File: config.mk
export PLATFORM = sky130hd
export DESIGN_NAME = cfnl_queue
export DESIGN_NICKNAME = d
export VERILOG_FILES = /design/src/design/cfnl_pkg.sv /design/src/design/cfnl_queue.sv
export SDC_FILE = /design/constraint.sdc
export NUM_CORES = 1
export LEC_CHECK = 0
export BUFFER_PORTS_ARGS = -buffer_cell sky130_fd_sc_hd__clkbuf_2
export CORE_UTILIZATION = 51
export CTS_CLUSTER_SIZE = 10
export DETAILED_ROUTE_END_ITERATION = 10
export PLACE_DENSITY = 0.75
export SLEW_MARGIN = 5
export SYNTH_ARGS = -nofsm -noshare
export SYNTH_HDL_FRONTEND = slang
export SYNTH_SLANG_ARGS = --single-unit
export TNS_END_PERCENT = 50
File: constraint.sdc
create_clock -name clock -period 3.4 [get_ports clock]
set_input_delay 0.51 -clock clock [delete_from_list [all_inputs] [get_ports clock]]
set_output_delay 0.51 -clock clock [all_outputs]
set_load 0.005 [all_outputs]
File: src/design/cfnl_pkg.sv
// Shared types and constants for the class file name locator.
package cfnl_pkg;

   // Widest pool slot number: a pool of 65536 entries plus a trailing wide entry.
   localparam int SLOT_W      = 17;
   localparam int QUEUE_DEPTH = 4;
   localparam int QUEUE_AW    = 2;

   // Constant pool tags.
   localparam logic [7:0] TAG_UTF8      = 8'd1;
   localparam logic [7:0] TAG_INTEGER   = 8'd3;
   localparam logic [7:0] TAG_FLOAT     = 8'd4;
   localparam logic [7:0] TAG_LONG      = 8'd5;
   localparam logic [7:0] TAG_DOUBLE    = 8'd6;
   localparam logic [7:0] TAG_CLASS     = 8'd7;
   localparam logic [7:0] TAG_STRING    = 8'd8;
   localparam logic [7:0] TAG_FIELDREF  = 8'd9;
   localparam logic [7:0] TAG_METHODREF = 8'd10;
   localparam logic [7:0] TAG_IMETHREF  = 8'd11;
   localparam logic [7:0] TAG_NAMETYPE  = 8'd12;

   // Result status codes.
   localparam logic [2:0] ST_OK          = 3'd0;
   localparam logic [2:0] ST_TOO_LONG    = 3'd1;
   localparam logic [2:0] ST_UNKNOWN_TAG = 3'd2;
   localparam logic [2:0] ST_BAD_INDEX   = 3'd3;
   localparam logic [2:0] ST_TRUNCATED   = 3'd4;
   localparam logic [2:0] ST_POOL_LARGE  = 3'd5;

   // Trailer byte count.
   localparam logic [15:0] TAIL_BYTES = 16'd4;

   typedef enum logic [2:0] {
      PH_HEADER,
      PH_TAG,
      PH_BODY,
      PH_ULEN_HI,
      PH_ULEN_LO,
      PH_USKIP,
      PH_TAIL,
      PH_DONE
   } phase_type;

   typedef enum logic [2:0] {
      BK_IDLE,
      BK_READ_CLS,
      BK_CHK_CLS,
      BK_READ_NAME,
      BK_CHK_NAME
   } back_state_type;

   // A job handed from the parser to the lookup engine.
   typedef struct packed {
      logic              lookup;
      logic [2:0]        status;
      logic [15:0]       cls;
      logic [SLOT_W-1:0] slot;
   } job_type;

   // Table write from the parser.
   typedef struct packed {
      logic        en;
      logic [15:0] addr;
      logic [3:0]  tag;
      logic [15:0] word;
      logic [31:0] off;
   } tab_wr_type;

   // Body length of a fixed-size entry by its tag.
   function automatic logic [15:0] body_len(input logic [3:0] tag);
      logic [15:0] len;
      len = 16'd4;
      if (tag == TAG_CLASS[3:0] || tag == TAG_STRING[3:0]) len = 16'd2;
      if (tag == TAG_LONG[3:0] || tag == TAG_DOUBLE[3:0]) len = 16'd8;
      return len;
   endfunction

endpackage

File: src/design/cfnl_queue.sv
// Short job queue between the parser and the lookup engine.
module cfnl_queue (
   input  logic             clock,
   input  logic             reset,
   input  logic             push,
   input  cfnl_pkg::job_type push_job,
   input  logic             pop,
   output cfnl_pkg::job_type head_job,
   output logic             empty,
   output logic             full
);

   cfnl_pkg::job_type slots_ff [cfnl_pkg::QUEUE_DEPTH];
   logic [cfnl_pkg::QUEUE_AW-1:0] wptr_ff, wptr_in;
   logic [cfnl_pkg::QUEUE_AW-1:0] rptr_ff, rptr_in;
   logic [cfnl_pkg::QUEUE_AW:0]   count_ff, count_in;

   assign empty    = (count_ff == '0);
   assign full     = (count_ff == (cfnl_pkg::QUEUE_AW + 1)'(cfnl_pkg::QUEUE_DEPTH));
   assign head_job = slots_ff[rptr_ff];

   // Pointer and occupancy update.
   always_comb begin
      wptr_in  = wptr_ff + (cfnl_pkg::QUEUE_AW)'(push);
      rptr_in  = rptr_ff + (cfnl_pkg::QUEUE_AW)'(pop);
      count_in = count_ff + (cfnl_pkg::QUEUE_AW + 1)'(push) - (cfnl_pkg::QUEUE_AW + 1)'(pop);
   end

   always_ff @(posedge clock) begin
      if (reset) begin
         wptr_ff  <= '0;
         rptr_ff  <= '0;
         count_ff <= '0;
      end else begin
         wptr_ff  <= wptr_in;
         rptr_ff  <= rptr_in;
         count_ff <= count_in;
      end
   end

   // Job storage.
   always_ff @(posedge clock) begin
      if (push) begin
         slots_ff[wptr_ff] <= push_job;
      end
   end

`ifndef NO_ASSERTIONS
   a_no_overflow: assert property (@(posedge clock) disable iff (reset) push |-> !full || pop)
      else $error("job queue overflow");
   a_no_underflow: assert property (@(posedge clock) disable iff (reset) pop |-> !empty)
      else $error("job queue underflow");
   a_count_step: assert property (@(posedge clock) disable iff (reset)
      (push && !pop) |=> count_ff == $past(count_ff) + 1'b1)
      else $error("job queue count did not advance");
`endif

endmodule

==> impl_metrics.csv <==
group,metric,value,unit
run_status,run_status,"completed",
routing,route.detailed.drc,0,
floorplanning,floorplan.die.width,108,um
setup_path,worst_reg2reg_path_depth,3,
power,p_int,3.65,mW
setup_path,maximum_fanout_encountered_on_the_critical_timing_path,38,
yosys,synth_top_area_cell,"edfxtp_1",
global_routing,maximum_number_of_pins_on_one_net_before_global_route_repair,39,
routing,routed-via-count,2520,
layout,post_route_cells_drive_above_1_share,45.5,%
yosys,synth-async-reset-ratio,0,%
clock_network,cts_tree,"yes",
clock_network,post_cts_hold_buffer_count,0,
clock_network,cts_made_buffers,17,
yosys,synthesized_net_count,272,
setup_path,timing_worst_setup_path_type,"register to output pin",
clock_network,clock_latency_on_the_worst_skew_pair,0.53,ns
sta,min_period,2.62,ns
setup_path,crit_chain,"mux4_1 -> clkbuf_2",
power,combinationalPowerShare,8.4,%
clock_network,clock_sinks,155,
global_routing,grt.overflow.total,0,
setup_path,reg2reg_end,"slots_ff[2][0]$_DFFE_PP_",
yosys,postSynth.topFlopCell,"edfxtp_1",
clock_network,cts-resized-gates,0,
floorplanning,rows,38,
layout,antenna_cells_inserted,0,
routing,vias_per_cell,5.32,
yosys,yosys-top-cells-count,"edfxtp_1 (148), mux4_2 (30), dfxtp_1 (7), mux4_1 (7)",
setup_path,timing.critical_path.slowest_cell_delay,1.00,ns
power,power.density_cell_area,660,nW/um2
setup_path,cp_data_required_time,2.89,ns
routing,detailedRoute.firstPassIterationCount,4,
floorplanning,die_height,108,um
global_routing,groute.usage.overall,17.7,%
sta,setup_tns,0,ns
setup_path,arrival,2.11,ns
global_routing,antenna_found_initial,0,
routing,postRouteAntennaNets,0,
floorplanning,ioPinCount,80,
sta,slew_headroom,32.1,%
min_path,hold_depth,1,
placement,dp.final_hpwl,5470,um
global_routing,global_route_wire_length_before_repair,14300,um
sta,finalHoldViolations,0,
yosys,post_syn_instances,226,
layout,finish.net_count,367,
yosys,synth.ff_latch_count,155,
setup_path,path_buf_inv,1,
sta,setup_repair_after_global_routing_missed_its_margin,"false",
sta,layout_worst_path_cycle_share,77.1,%
yosys,yosys.area.top_type_share,77.4,%
power,power_switching,0.915,mW
layout,fillerInstances,731,
setup_path,regToRegSetupSlack,1.60,ns
min_path,hold_path_startpoint,"push_job[4]",
sta,final-setup-viol-count,0,
flow_run,max-cap-violations,0,
yosys,syn_avg_cell_area,25.4,um2
routing,dr.first_iter.drc_count,139,
min_path,hold_end,"slots_ff[0][4]$_DFFE_PP_",
clock_network,path_clk_slew,0.06,ns
routing,finalWirelength,9180,um
yosys,most_used_standard_cell_by_instance_count_after_synthesis,"edfxtp_1",
placement,port-buffer-count,79,
yosys,syn-cell-area,5740,um2
power,power.switching_fraction,20.0,%
floorplanning,initial_core_util,52.7,%
setup_path,timing.critical_path.from_type,"register",
yosys,seq_area_frac_synth,79.9,%
power,seq_power_share,49.1,%
yosys,yosys-top-cells-area,"edfxtp_1 (77%), mux4_2 (12%), mux4_1 (3.2%)",
sta,max_clock_freq,381,MHz
sta,hold_slack,0.193,ns
sta,max_slew.worst_pin.slew,1.02,ns
power,power.share.clock,42.5,%
routing,detail_route.wl_per_cell,19.4,um
sta,final_worst_clock_skew,0.00605,ns
setup_path,critical_path.reg2reg.startpoint,"wptr_ff[1]$_SDFF_PP0_",
yosys,synth_cell_types,19,
clock_network,cts_post_setup_buffers_inserted,0,
sta,report.final.slew_viol_count,0,
clock_network,cts.root.buffer_cell,"clkbuf_8",
yosys,number_of_flops_mapped_to_enable_cells_by_yosys,148,
floorplanning,dieArea,11700,um2
layout,syn2layout_area_growth,20.5,%
floorplanning,core,10900,um2
clock_network,clockBufferDepth,2,
setup_path,critical_path.slowest_cell,"dfxtp_2",
min_path,min-delay-path-class,"input pin to register",
setup_path,worst_path_dominant_cell_family,"flip-flops",
power,power.ir.vdd_worst,0.000409,V
placement,gpl.final_weighted_congestion,0.652,
yosys,ys.warnings.count,0,
clock_network,htree_num_levels,4,
power,cellLeakagePower,2.42,nW
global_routing,first_global_vias,2739,
setup_path,setup.worst_path.end_class,"output pin",
==> logic make-up after synthesis <==
group / Yosys count / synth area share (%)
buffers and inverters: 12 / 1.85
XOR/XNOR: 3 / 0.719
multiplexers: 37 / 15.0
adder cells (fa/ha/maj): 5 / 1.22
flip-flops: 155 / 79.9
AND/OR/NAND/NOR: 14 / 1.35
==> how the worst max path moves through the flow <==
stage | start | endpoint | slack [ns] | cells past startpoint
finish | rptr_ff[1]$_SDFF_PP0_ | head_job[3] | 0.78 | 2
global route | rptr_ff[1]$_SDFF_PP0_ | head_job[3] | 0.67 | 2
CTS | rptr_ff[1]$_SDFF_PP0_ | head_job[28] | 0.71 | 2
detailed placement | rptr_ff[1]$_SDFF_PP0_ | head_job[28] | 1.31 | 2
global placement | rptr_ff[1]$_SDFF_PP0_ | head_job[3] | 1.31 | 2
floorplan | push | slots_ff[2][0]$_DFFE_PP_ | 0.84 | 2
==> worst reg2reg max path: stages (launching register included) <==
cell and delay, ns:
dfxtp_1 0.44, nand2_1 0.13, nor2_4 0.48, buf_4 0.42
==> metal layers <==
layer  vias up  routed length, um  global-route usage (%)
met2        72               4740                    28.8
met3        13                486                    6.33
met4         0                139                    8.51
met1      1282               3820                    21.2
li1       1153                  -                       -
met5         -                  0                       0
==> power by group through the flow <==
stage          sequential (mW)  clock [mW]  combinational, mW
2_1_floorplan             2.26           0              0.255
3_3_place_gp              2.28           0              0.385
3_5_place_dp              2.28           0              0.394
4_1_cts                   2.25        1.98              0.396
5_1_grt                   2.25        2.04              0.422
6_report                  2.24        1.94              0.384
==> cells in the final DEF (no fill, tap or decap), types with 2 or more instances in the layout <==
cell type	Yosys	final
clkinv_2	0	5
buf_4	0	4
inv_1	4	4
clkbuf_8	0	4
nor2b_1	4	4
mux4_2	30	30
dfxtp_1	7	5
clkinvlp_4	0	2
xnor2_1	2	2
dfxtp_2	0	2
bufinv_16	0	4
clkbuf_2	0	79
clkbuf_16	0	16
ha_1	4	4
nor2_1	4	3
edfxtp_1	148	148
mux4_1	7	7
==> through the flow <==
| step | instance area, um2 | instances | total power [mW] | util (%) | worst slack [ns] |
|---|---|---|---|---|---|
| 3_3_place_gp | 6290 | 442 | 2.66 | 57.8 | 1.31 |
| 6_report | 6920 | 474 | 4.57 | 63.5 | 0.778 |
| 3_5_place_dp | 6290 | 442 | 2.68 | 57.8 | 1.31 |
| 2_1_floorplan | 5740 | 226 | 2.51 | - | 0.845 |
| 4_1_cts | 6920 | 474 | 4.62 | 63.5 | 0.713 |
| 5_1_grt | 6920 | 474 | 4.71 | 63.5 | 0.668 |
==> state kept, by name (all words and copies together) (netlist names) <==
register	flops
slots_ff	148
count_ff	3
rptr_ff	2
wptr_ff	2
==> final cells by class <==
| type | count | area (um2) | area share [%] |
|---|---|---|---|
| clock buffer | 20 | 455 | 6.58 |
| clock inverter | 12 | 169 | 2.44 |
| inverter | 4 | 15.0 | 0.217 |
| multi-input combinational | 59 | 1070 | 15.5 |
| sequential | 155 | 4590 | 66.3 |
| tap | 140 | 175 | 2.53 |
| timing repair buffer | 84 | 445 | 6.44 |
No activity file was read; power rests on OpenSTA's default activity.
