File: config.mk
export PLATFORM = sky130hd
export DESIGN_NAME = cfnl_front
export DESIGN_NICKNAME = d
export VERILOG_FILES = /design/src/design/cfnl_pkg.sv /design/src/design/cfnl_front.sv
export SDC_FILE = /design/constraint.sdc
export NUM_CORES = 1
export LEC_CHECK = 0
export BUFFER_PORTS_ARGS = -buffer_cell sky130_fd_sc_hd__buf_4
export CAP_MARGIN = 10
export CORE_ASPECT_RATIO = 1.1
export CORE_MARGIN = 2
export CORE_UTILIZATION = 40
export DETAILED_ROUTE_END_ITERATION = 10
export PLACE_DENSITY = 0.7
export SYNTH_ARGS = -nofsm -noshare
export SYNTH_HDL_FRONTEND = slang
export SYNTH_SLANG_ARGS = --single-unit
File: constraint.sdc
create_clock -name clock -period 7.6 [get_ports clock]
set_input_delay 1.14 -clock clock [delete_from_list [all_inputs] [get_ports clock]]
set_output_delay 1.14 -clock clock [all_outputs]
set_load 0.01 [all_outputs]
File: src/design/cfnl_pkg.sv
// Shared types and constants for the class file name locator.
package cfnl_pkg;

   // Widest pool slot number: a pool of 65536 entries plus a trailing wide entry.
   localparam int SLOT_W      = 17;
   localparam int QUEUE_DEPTH = 4;
   localparam int QUEUE_AW    = 2;

   // Constant pool tags.
   localparam logic [7:0] TAG_UTF8      = 8'd1;
   localparam logic [7:0] TAG_INTEGER   = 8'd3;
   localparam logic [7:0] TAG_FLOAT     = 8'd4;
   localparam logic [7:0] TAG_LONG      = 8'd5;
   localparam logic [7:0] TAG_DOUBLE    = 8'd6;
   localparam logic [7:0] TAG_CLASS     = 8'd7;
   localparam logic [7:0] TAG_STRING    = 8'd8;
   localparam logic [7:0] TAG_FIELDREF  = 8'd9;
   localparam logic [7:0] TAG_METHODREF = 8'd10;
   localparam logic [7:0] TAG_IMETHREF  = 8'd11;
   localparam logic [7:0] TAG_NAMETYPE  = 8'd12;

   // Result status codes.
   localparam logic [2:0] ST_OK          = 3'd0;
   localparam logic [2:0] ST_TOO_LONG    = 3'd1;
   localparam logic [2:0] ST_UNKNOWN_TAG = 3'd2;
   localparam logic [2:0] ST_BAD_INDEX   = 3'd3;
   localparam logic [2:0] ST_TRUNCATED   = 3'd4;
   localparam logic [2:0] ST_POOL_LARGE  = 3'd5;

   // Trailer byte count.
   localparam logic [15:0] TAIL_BYTES = 16'd4;

   typedef enum logic [2:0] {
      PH_HEADER,
      PH_TAG,
      PH_BODY,
      PH_ULEN_HI,
      PH_ULEN_LO,
      PH_USKIP,
      PH_TAIL,
      PH_DONE
   } phase_type;

   typedef enum logic [2:0] {
      BK_IDLE,
      BK_READ_CLS,
      BK_CHK_CLS,
      BK_READ_NAME,
      BK_CHK_NAME
   } back_state_type;

   // A job handed from the parser to the lookup engine.
   typedef struct packed {
      logic              lookup;
      logic [2:0]        status;
      logic [15:0]       cls;
      logic [SLOT_W-1:0] slot;
   } job_type;

   // Table write from the parser.
   typedef struct packed {
      logic        en;
      logic [15:0] addr;
      logic [3:0]  tag;
      logic [15:0] word;
      logic [31:0] off;
   } tab_wr_type;

   // Body length of a fixed-size entry by its tag.
   function automatic logic [15:0] body_len(input logic [3:0] tag);
      logic [15:0] len;
      len = 16'd4;
      if (tag == TAG_CLASS[3:0] || tag == TAG_STRING[3:0]) len = 16'd2;
      if (tag == TAG_LONG[3:0] || tag == TAG_DOUBLE[3:0]) len = 16'd8;
      return len;
   endfunction

endpackage

File: src/design/cfnl_front.sv
// Byte parser: walks the header and constant pool, fills the table, issues jobs.
module cfnl_front #(
   parameter int POOL_DEPTH  = 4096,
   parameter int OFFSET_BITS = 24
) (
   input  logic                clock,
   input  logic                reset,
   input  logic                req_valid,
   output logic                req_stall,
   input  logic [7:0]          req_data_byte,
   input  logic                req_last,
   input  logic                q_full,
   output logic                push,
   output cfnl_pkg::job_type    push_job,
   output cfnl_pkg::tab_wr_type tab_wr,
   input  logic                lookup_done
);

   localparam int SW = cfnl_pkg::SLOT_W;

   cfnl_pkg::phase_type       phase_ff, phase_in;
   logic [OFFSET_BITS-1:0]    pos_ff, pos_in;
   logic [15:0]               remain_ff, remain_in;
   logic [SW-1:0]             slot_ff, slot_in;
   logic [15:0]               skip_ff, skip_in;
   logic [3:0]                tag_ff, tag_in;
   logic [15:0]               word_ff, word_in;
   logic [OFFSET_BITS-1:0]    off_ff, off_in;
   logic                      given_ff, given_in;
   logic                      phantom_ff, phantom_in;
   logic [15:0]               phantom_addr_ff, phantom_addr_in;
   logic [2:0]                lkp_cnt_ff, lkp_cnt_in;

   logic        accept;
   logic        writing_phase;
   logic        fin;
   logic        emit;
   logic [2:0]  emit_status;
   logic [15:0] count;
   logic [15:0] blen;
   logic [1:0]  adv;

   // Hold the byte stream off while the job queue is full or while a lookup still needs the table intact.
   always_comb begin
      writing_phase = (phase_ff == cfnl_pkg::PH_TAG) || (phase_ff == cfnl_pkg::PH_BODY) ||
                      (phase_ff == cfnl_pkg::PH_ULEN_HI) || (phase_ff == cfnl_pkg::PH_ULEN_LO) ||
                      (phase_ff == cfnl_pkg::PH_USKIP);
      req_stall = q_full || ((lkp_cnt_ff != '0) && writing_phase);
      accept    = req_valid && !req_stall;
      count     = {word_ff[15:8], req_data_byte};
      blen      = cfnl_pkg::body_len(tag_ff);
   end

   // Per-word parse step.
   always_comb begin
      phase_in        = phase_ff;
      pos_in          = pos_ff;
      remain_in       = remain_ff;
      slot_in         = slot_ff;
      skip_in         = skip_ff;
      tag_in          = tag_ff;
      word_in         = word_ff;
      off_in          = off_ff;
      given_in        = given_ff;
      phantom_in      = 1'b0;
      phantom_addr_in = phantom_addr_ff;
      push            = 1'b0;
      push_job        = '0;
      tab_wr          = '0;
      fin             = 1'b0;
      emit            = 1'b0;
      emit_status     = cfnl_pkg::ST_OK;
      adv             = 2'd1;

      // Second slot of a wide entry is written the cycle after the entry.
      if (phantom_ff) begin
         tab_wr.en   = 1'b1;
         tab_wr.addr = phantom_addr_ff;
      end

      if (accept) begin
         case (phase_ff)
            cfnl_pkg::PH_HEADER: begin
               if (pos_ff == OFFSET_BITS'(8)) begin
                  word_in = {req_data_byte, 8'd0};
               end else if (pos_ff == OFFSET_BITS'(9)) begin
                  if (17'(count) > 17'(POOL_DEPTH)) begin
                     emit        = 1'b1;
                     emit_status = cfnl_pkg::ST_POOL_LARGE;
                  end else begin
                     remain_in = (count != 16'd0) ? count - 16'd1 : 16'd0;
                     slot_in   = SW'(1);
                     if (remain_in == 16'd0) begin
                        phase_in = cfnl_pkg::PH_TAIL;
                        skip_in  = cfnl_pkg::TAIL_BYTES;
                     end else begin
                        phase_in = cfnl_pkg::PH_TAG;
                     end
                  end
               end
            end
            cfnl_pkg::PH_TAG: begin
               tag_in  = req_data_byte[3:0];
               word_in = 16'd0;
               off_in  = pos_ff;
               case (req_data_byte)
                  cfnl_pkg::TAG_CLASS, cfnl_pkg::TAG_STRING: begin
                     skip_in  = 16'd2;
                     phase_in = cfnl_pkg::PH_BODY;
                  end
                  cfnl_pkg::TAG_INTEGER, cfnl_pkg::TAG_FLOAT, cfnl_pkg::TAG_FIELDREF,
                  cfnl_pkg::TAG_METHODREF, cfnl_pkg::TAG_IMETHREF,
                  cfnl_pkg::TAG_NAMETYPE: begin
                     skip_in  = 16'd4;
                     phase_in = cfnl_pkg::PH_BODY;
                  end
                  cfnl_pkg::TAG_LONG, cfnl_pkg::TAG_DOUBLE: begin
                     skip_in  = 16'd8;
                     phase_in = cfnl_pkg::PH_BODY;
                  end
                  cfnl_pkg::TAG_UTF8: begin
                     phase_in = cfnl_pkg::PH_ULEN_HI;
                  end
                  default: begin
                     emit        = 1'b1;
                     emit_status = cfnl_pkg::ST_UNKNOWN_TAG;
                  end
               endcase
            end
            cfnl_pkg::PH_BODY: begin
               if (skip_ff == blen) begin
                  word_in = {req_data_byte, 8'd0};
               end else if (skip_ff == blen - 16'd1) begin
                  word_in = word_ff | {8'd0, req_data_byte};
               end
               skip_in = skip_ff - 16'd1;
               fin     = (skip_ff == 16'd1);
            end
            cfnl_pkg::PH_ULEN_HI: begin
               word_in  = {req_data_byte, 8'd0};
               phase_in = cfnl_pkg::PH_ULEN_LO;
            end
            cfnl_pkg::PH_ULEN_LO: begin
               word_in = word_ff | {8'd0, req_data_byte};
               skip_in = word_in;
               if (word_in == 16'd0) begin
                  fin = 1'b1;
               end else begin
                  phase_in = cfnl_pkg::PH_USKIP;
               end
            end
            cfnl_pkg::PH_USKIP: begin
               skip_in = skip_ff - 16'd1;
               fin     = (skip_ff == 16'd1);
            end
            cfnl_pkg::PH_TAIL: begin
               if (skip_ff == 16'd1) begin
                  word_in       = word_ff | {8'd0, req_data_byte};
                  push          = 1'b1;
                  push_job.lookup = 1'b1;
                  push_job.cls  = word_in;
                  push_job.slot = slot_ff;
                  given_in      = 1'b1;
                  phase_in      = cfnl_pkg::PH_DONE;
               end else begin
                  if (skip_ff == 16'd2) begin
                     word_in = {req_data_byte, 8'd0};
                  end
                  skip_in = skip_ff - 16'd1;
               end
            end
            default: begin
            end
         endcase

         // Entry complete: store it if its slot is in the table and step past its one or two slots.
         if (fin) begin
            if (tag_ff == cfnl_pkg::TAG_LONG[3:0] || tag_ff == cfnl_pkg::TAG_DOUBLE[3:0]) begin
               adv = 2'd2;
            end
            if (slot_ff < SW'(POOL_DEPTH)) begin
               tab_wr.en   = 1'b1;
               tab_wr.addr = slot_ff[15:0];
               tab_wr.tag  = tag_ff;
               tab_wr.word = word_in;
               tab_wr.off  = 32'(off_ff);
            end
            if (adv == 2'd2 && (slot_ff + SW'(1)) < SW'(POOL_DEPTH)) begin
               phantom_in      = 1'b1;
               phantom_addr_in = 16'(slot_ff + SW'(1));
            end
            slot_in   = slot_ff + SW'(adv);
            remain_in = (remain_ff > 16'(adv)) ? remain_ff - 16'(adv) : 16'd0;
            if (remain_in == 16'd0) begin
               phase_in = cfnl_pkg::PH_TAIL;
               skip_in  = cfnl_pkg::TAIL_BYTES;
            end else begin
               phase_in = cfnl_pkg::PH_TAG;
            end
         end

         // Immediate status result.
         if (emit) begin
            push            = 1'b1;
            push_job.status = emit_status;
            given_in        = 1'b1;
            phase_in        = cfnl_pkg::PH_DONE;
         end

         pos_in = pos_ff + OFFSET_BITS'(1);

         // End of file: report truncation if no result was given, and start over.
         if (req_last) begin
            if (!given_in) begin
               push            = 1'b1;
               push_job        = '0;
               push_job.status = cfnl_pkg::ST_TRUNCATED;
            end
            phase_in  = cfnl_pkg::PH_HEADER;
            pos_in    = '0;
            remain_in = '0;
            slot_in   = '0;
            skip_in   = '0;
            tag_in    = '0;
            word_in   = '0;
            given_in  = 1'b0;
         end
      end

      lkp_cnt_in = lkp_cnt_ff + 3'(push && push_job.lookup) - 3'(lookup_done);
   end

   always_ff @(posedge clock) begin
      if (reset) begin
         phase_ff   <= cfnl_pkg::PH_HEADER;
         pos_ff     <= '0;
         remain_ff  <= '0;
         slot_ff    <= '0;
         skip_ff    <= '0;
         tag_ff     <= '0;
         word_ff    <= '0;
         given_ff   <= 1'b0;
         phantom_ff <= 1'b0;
         lkp_cnt_ff <= '0;
      end else begin
         phase_ff   <= phase_in;
         pos_ff     <= pos_in;
         remain_ff  <= remain_in;
         slot_ff    <= slot_in;
         skip_ff    <= skip_in;
         tag_ff     <= tag_in;
         word_ff    <= word_in;
         given_ff   <= given_in;
         phantom_ff <= phantom_in;
         lkp_cnt_ff <= lkp_cnt_in;
      end
   end

   // Entry offset and wide-entry address need no reset.
   always_ff @(posedge clock) begin
      off_ff          <= off_in;
      phantom_addr_ff <= phantom_addr_in;
   end

endmodule

==> summary.md <==
| Metric | Value |
|---|---|
| Crit path launch type | flip-flop |
| Crit path cell chain | or4_1 -> and4bb_1 -> and3_1 -> nor2_2 -> or4_1 -> a21oi_4 -> a22o_1 -> buf_4 |
| Die ar. | between 0.02 and 0.03 mm^2 |
| Clock Path Buffers | 2 |
| Max Fclk | 0.1867 GHz |
| Max Cap Viol | 0 |
| Post-synth EDFFs | 40 |
| First-pass GRT wire length | 50110 um |
| Final slew viol count | 0 |
| Number of buffers created by CTS | 17 |
| Clock Power Share | between 40% and 50% |
| Slowest cell on crit path | or4_1 |
| Worst Skew | 0.01048 ns |
| Vias in the first global route | roughly 8700 |
| CTS clk-pin slew, worst paths | roughly 0.060 ns |
| Clock Latency Late Sink | 0.44 ns |
| Synthesis-stage register bit count | 141 |
| Post-synth ARST share | 0% |
| Final Hold Fails | 0 |
| Post-synthesis cell area | 0.009578 mm^2 |
| Via Count | between 9000 and 10000 |
| Die Ht | roughly 170 um |
| Leak | around 4.4 nW |
| Antenna diode count | 0 |
| Sequential area share after synthesis | roughly a third |
| Post-layout nets | approximately 1300 |
| Int Pwr | 1.335 mW |
| Post-CTS resize count | 0 |
| Pre-antenna DRT Iters | 5 |
| WL final | around 33000 um |
| Crit share post-route | 70.48% |
| Synth Instances | about 1200 |
| P per Cell Area | approximately 170 mW/mm^2 |
| Initial core utilization | about two fifths |
| Total chip power | around 1.9 mW |
| Distinct cell type count after synthesis | roughly 80 |
| Routability-driven placement congestion ratio | ~0.97 |
| DR vias/cell | between 6 and 7 |
| Avg WL per Cell | around 21 um |
| GRT Resource Usage Total | between 20 and 30% |
| Tightest Pin Transition | approximately 1.1 ns |
| # rows | 59 |
| Share of cells above drive strength 1 | about 15% |
| Largest net degree at the start of global routing | 39 |
| Post-CTS Setup Bufs | 0 |
| Cts hold-fix bufs | 0 |
| Post-DRT Antenna Nets | 0 |
| Grt ovf | 0 |
| Clock tree sinks | around 140 |
| Critical path peak fanout | 24 |
| Arr. time, crit path | roughly 4.2 ns |
| Layout area overhead | 16.62% |
| DRC | 0 |
| CP required | about 6.5 ns |
| Yosys warns | 0 |
| Syn Area/Cell | approximately 8.0 um^2 |
| Slew HR | 25.26% |
| CTS tree | built |
| I/O Buffers | approximately 110 |
| Crit. End Element | output pin |
| H-tree Lvls | 4 |
| RSZ-0062 raised after global routing | false |
| Clock root cell | clkbuf_16 |
| Ports | 122 |
| CP peak stage delay | slightly below 0.9 ns |
| CP most frequent cell | or4_1 |
| Chip width | 151.5 um |
| NetSw | between 0.5 and 0.6 mW |
| Initial antenna violation count | 0 |
| Tmin final | about 5.4 ns |
| Setup-failing EPs final | 0 |
| Setup TNS | 0 ns |
| Initial drt markers | approximately 800 |
| Core area | ~0.024 mm^2 |
| Switching share of power | 28.43% |
| DPL Wire Length | ~23000 um |
| Part of the power in combinational logic | approximately a tenth |
| Sequential share of power | between 40% and 50% |
| Kind of critical path | flip-flop to output pin |
| Peak supply drop | between 0.15 and 0.2 mV |
| Status | complete, no violations |
| HP Class | flip-flop to flip-flop |
| Main flop type after synthesis | dfxtp_1 |
[path summary, 6_finish.rpt]
kind | startpoint | endpoint | slack [ns] | cells after the start
worst max-delay path | skip_ff[4] | tab_wr[43] | 2.24 | 8
worst max register to register | tag_ff[0] | skip_ff[15] | 2.93 | 11
worst min register to register | remain_ff[0] | remain_ff[0] | 0.47 | 2
worst min-delay path | remain_ff[0] | remain_ff[0] | 0.47 | 2
[metal layers]
metal | vias to the layer above | share of wire [%] | wire length (um) | global-route usage (%)
li1 | 4546 | - | - | -
met1 | 4587 | 43 | 14050 | 35.52
met2 | 463 | 46 | 14920 | 39.45
met3 | 58 | 8.3 | 2698 | 4.478
met4 | 0 | 2.6 | 848 | 8.132
met5 | - | 0 | 0 | 0
[cell usage after synthesis, drive strengths merged, types with 17 or more instances]
cell / instances / area [um^2]
a21oi: 54 / 281.5
a22o: 22 / 192.7
a31oi: 19 / 118.9
and2: 33 / 206.5
and3: 41 / 256.5
buf: 25 / 142.6
clkbuf: 73 / 274.0
dfxtp: 101 / 2022
edfxtp: 40 / 1201
ha: 19 / 237.7
inv: 26 / 97.59
nand2: 91 / 341.6
nand3: 55 / 275.3
nand4: 36 / 225.2
nor2: 142 / 535.5
nor3: 46 / 235.2
nor4: 39 / 284.0
o21ai: 44 / 220.2
or3: 17 / 106.4
xnor2: 38 / 332.8
xor2: 34 / 297.8
[placed cells by master, fill, tap and decap left out, drive strengths merged, types with 36 or more instances in the layout]
master | Yosys | routed
nor4 | 39 | 39
nor2 | 142 | 142
dfxtp | 101 | 101
edfxtp | 40 | 40
and3 | 41 | 41
nand3 | 55 | 55
a21oi | 54 | 54
buf | 25 | 126
inv | 26 | 36
nand4 | 36 | 36
nor3 | 46 | 46
o21ai | 44 | 44
nand2 | 91 | 91
xnor2 | 38 | 38
[sequential cells by signal, indices dropped and copies added, names as in the netlist]
register and cells:
phantom_ff 1, word_ff 16, remain_ff 16, lkp_cnt_ff 3, phantom_addr_ff 16, given_ff 1
off_ff 24, slot_ff 17, skip_ff 16, tag_ff 4, phase_ff 3, pos_ff 24
[metrics by stage]
stage	std cells	hold WS, ns	worst slack, ns	utilization (%)	instance area, um^2
4_1_cts	1573	0.4701	2.272	47.28	11170
3_5_place_dp	1541	0.4613	2.481	44.68	10560
6_report	1573	0.4665	2.243	47.28	11170
2_1_floorplan	1208	0.4064	3.429	-	9604
5_1_grt	1573	0.4872	2.115	47.28	11170
3_3_place_gp	1541	0.4457	2.561	44.68	10560
[power by group through the flow]
stage	Sequential [mW]	Combinational, mW	Clock (mW)
after CTS	0.782	0.184	0.902
after detailed placement	0.799	0.183	0
after global routing	0.783	0.202	0.938
after floorplan	0.796	0.131	0
after global placement	0.799	0.181	0
final	0.783	0.188	0.894
[worst max-delay path: cells and delay by family (launching register included)]
family                 cells  cell delay (ns)
buffers and inverters      1             0.12
AO/OA/AOI/OAI              2             0.60
flip-flops                 1             0.39
AND/OR/NAND/NOR            5             2.67
[final cells by class]
class | instances | area [um^2]
Inverter | 27 | 101.3
Tap cell | 305 | 381.6
Clock inverter | 15 | 188.9
Clock buffer | 17 | 425.4
Sequential cell | 141 | 3223
Fill cell | 2373 | 12450
Multi-Input combinational cell | 942 | 5903
Timing Repair Buffer | 126 | 945.9
[cell families after synthesis]
family	synth area share, %
AND/OR/NAND/NOR	31.14
adder cells (fa/ha/maj)	3.109
XOR/XNOR	6.584
other	0.03915
flip-flops	33.65
buffers and inverters	5.408
multiplexers	0.5356
AO/OA/AOI/OAI	19.53
Power figures use the tool's default switching activity.
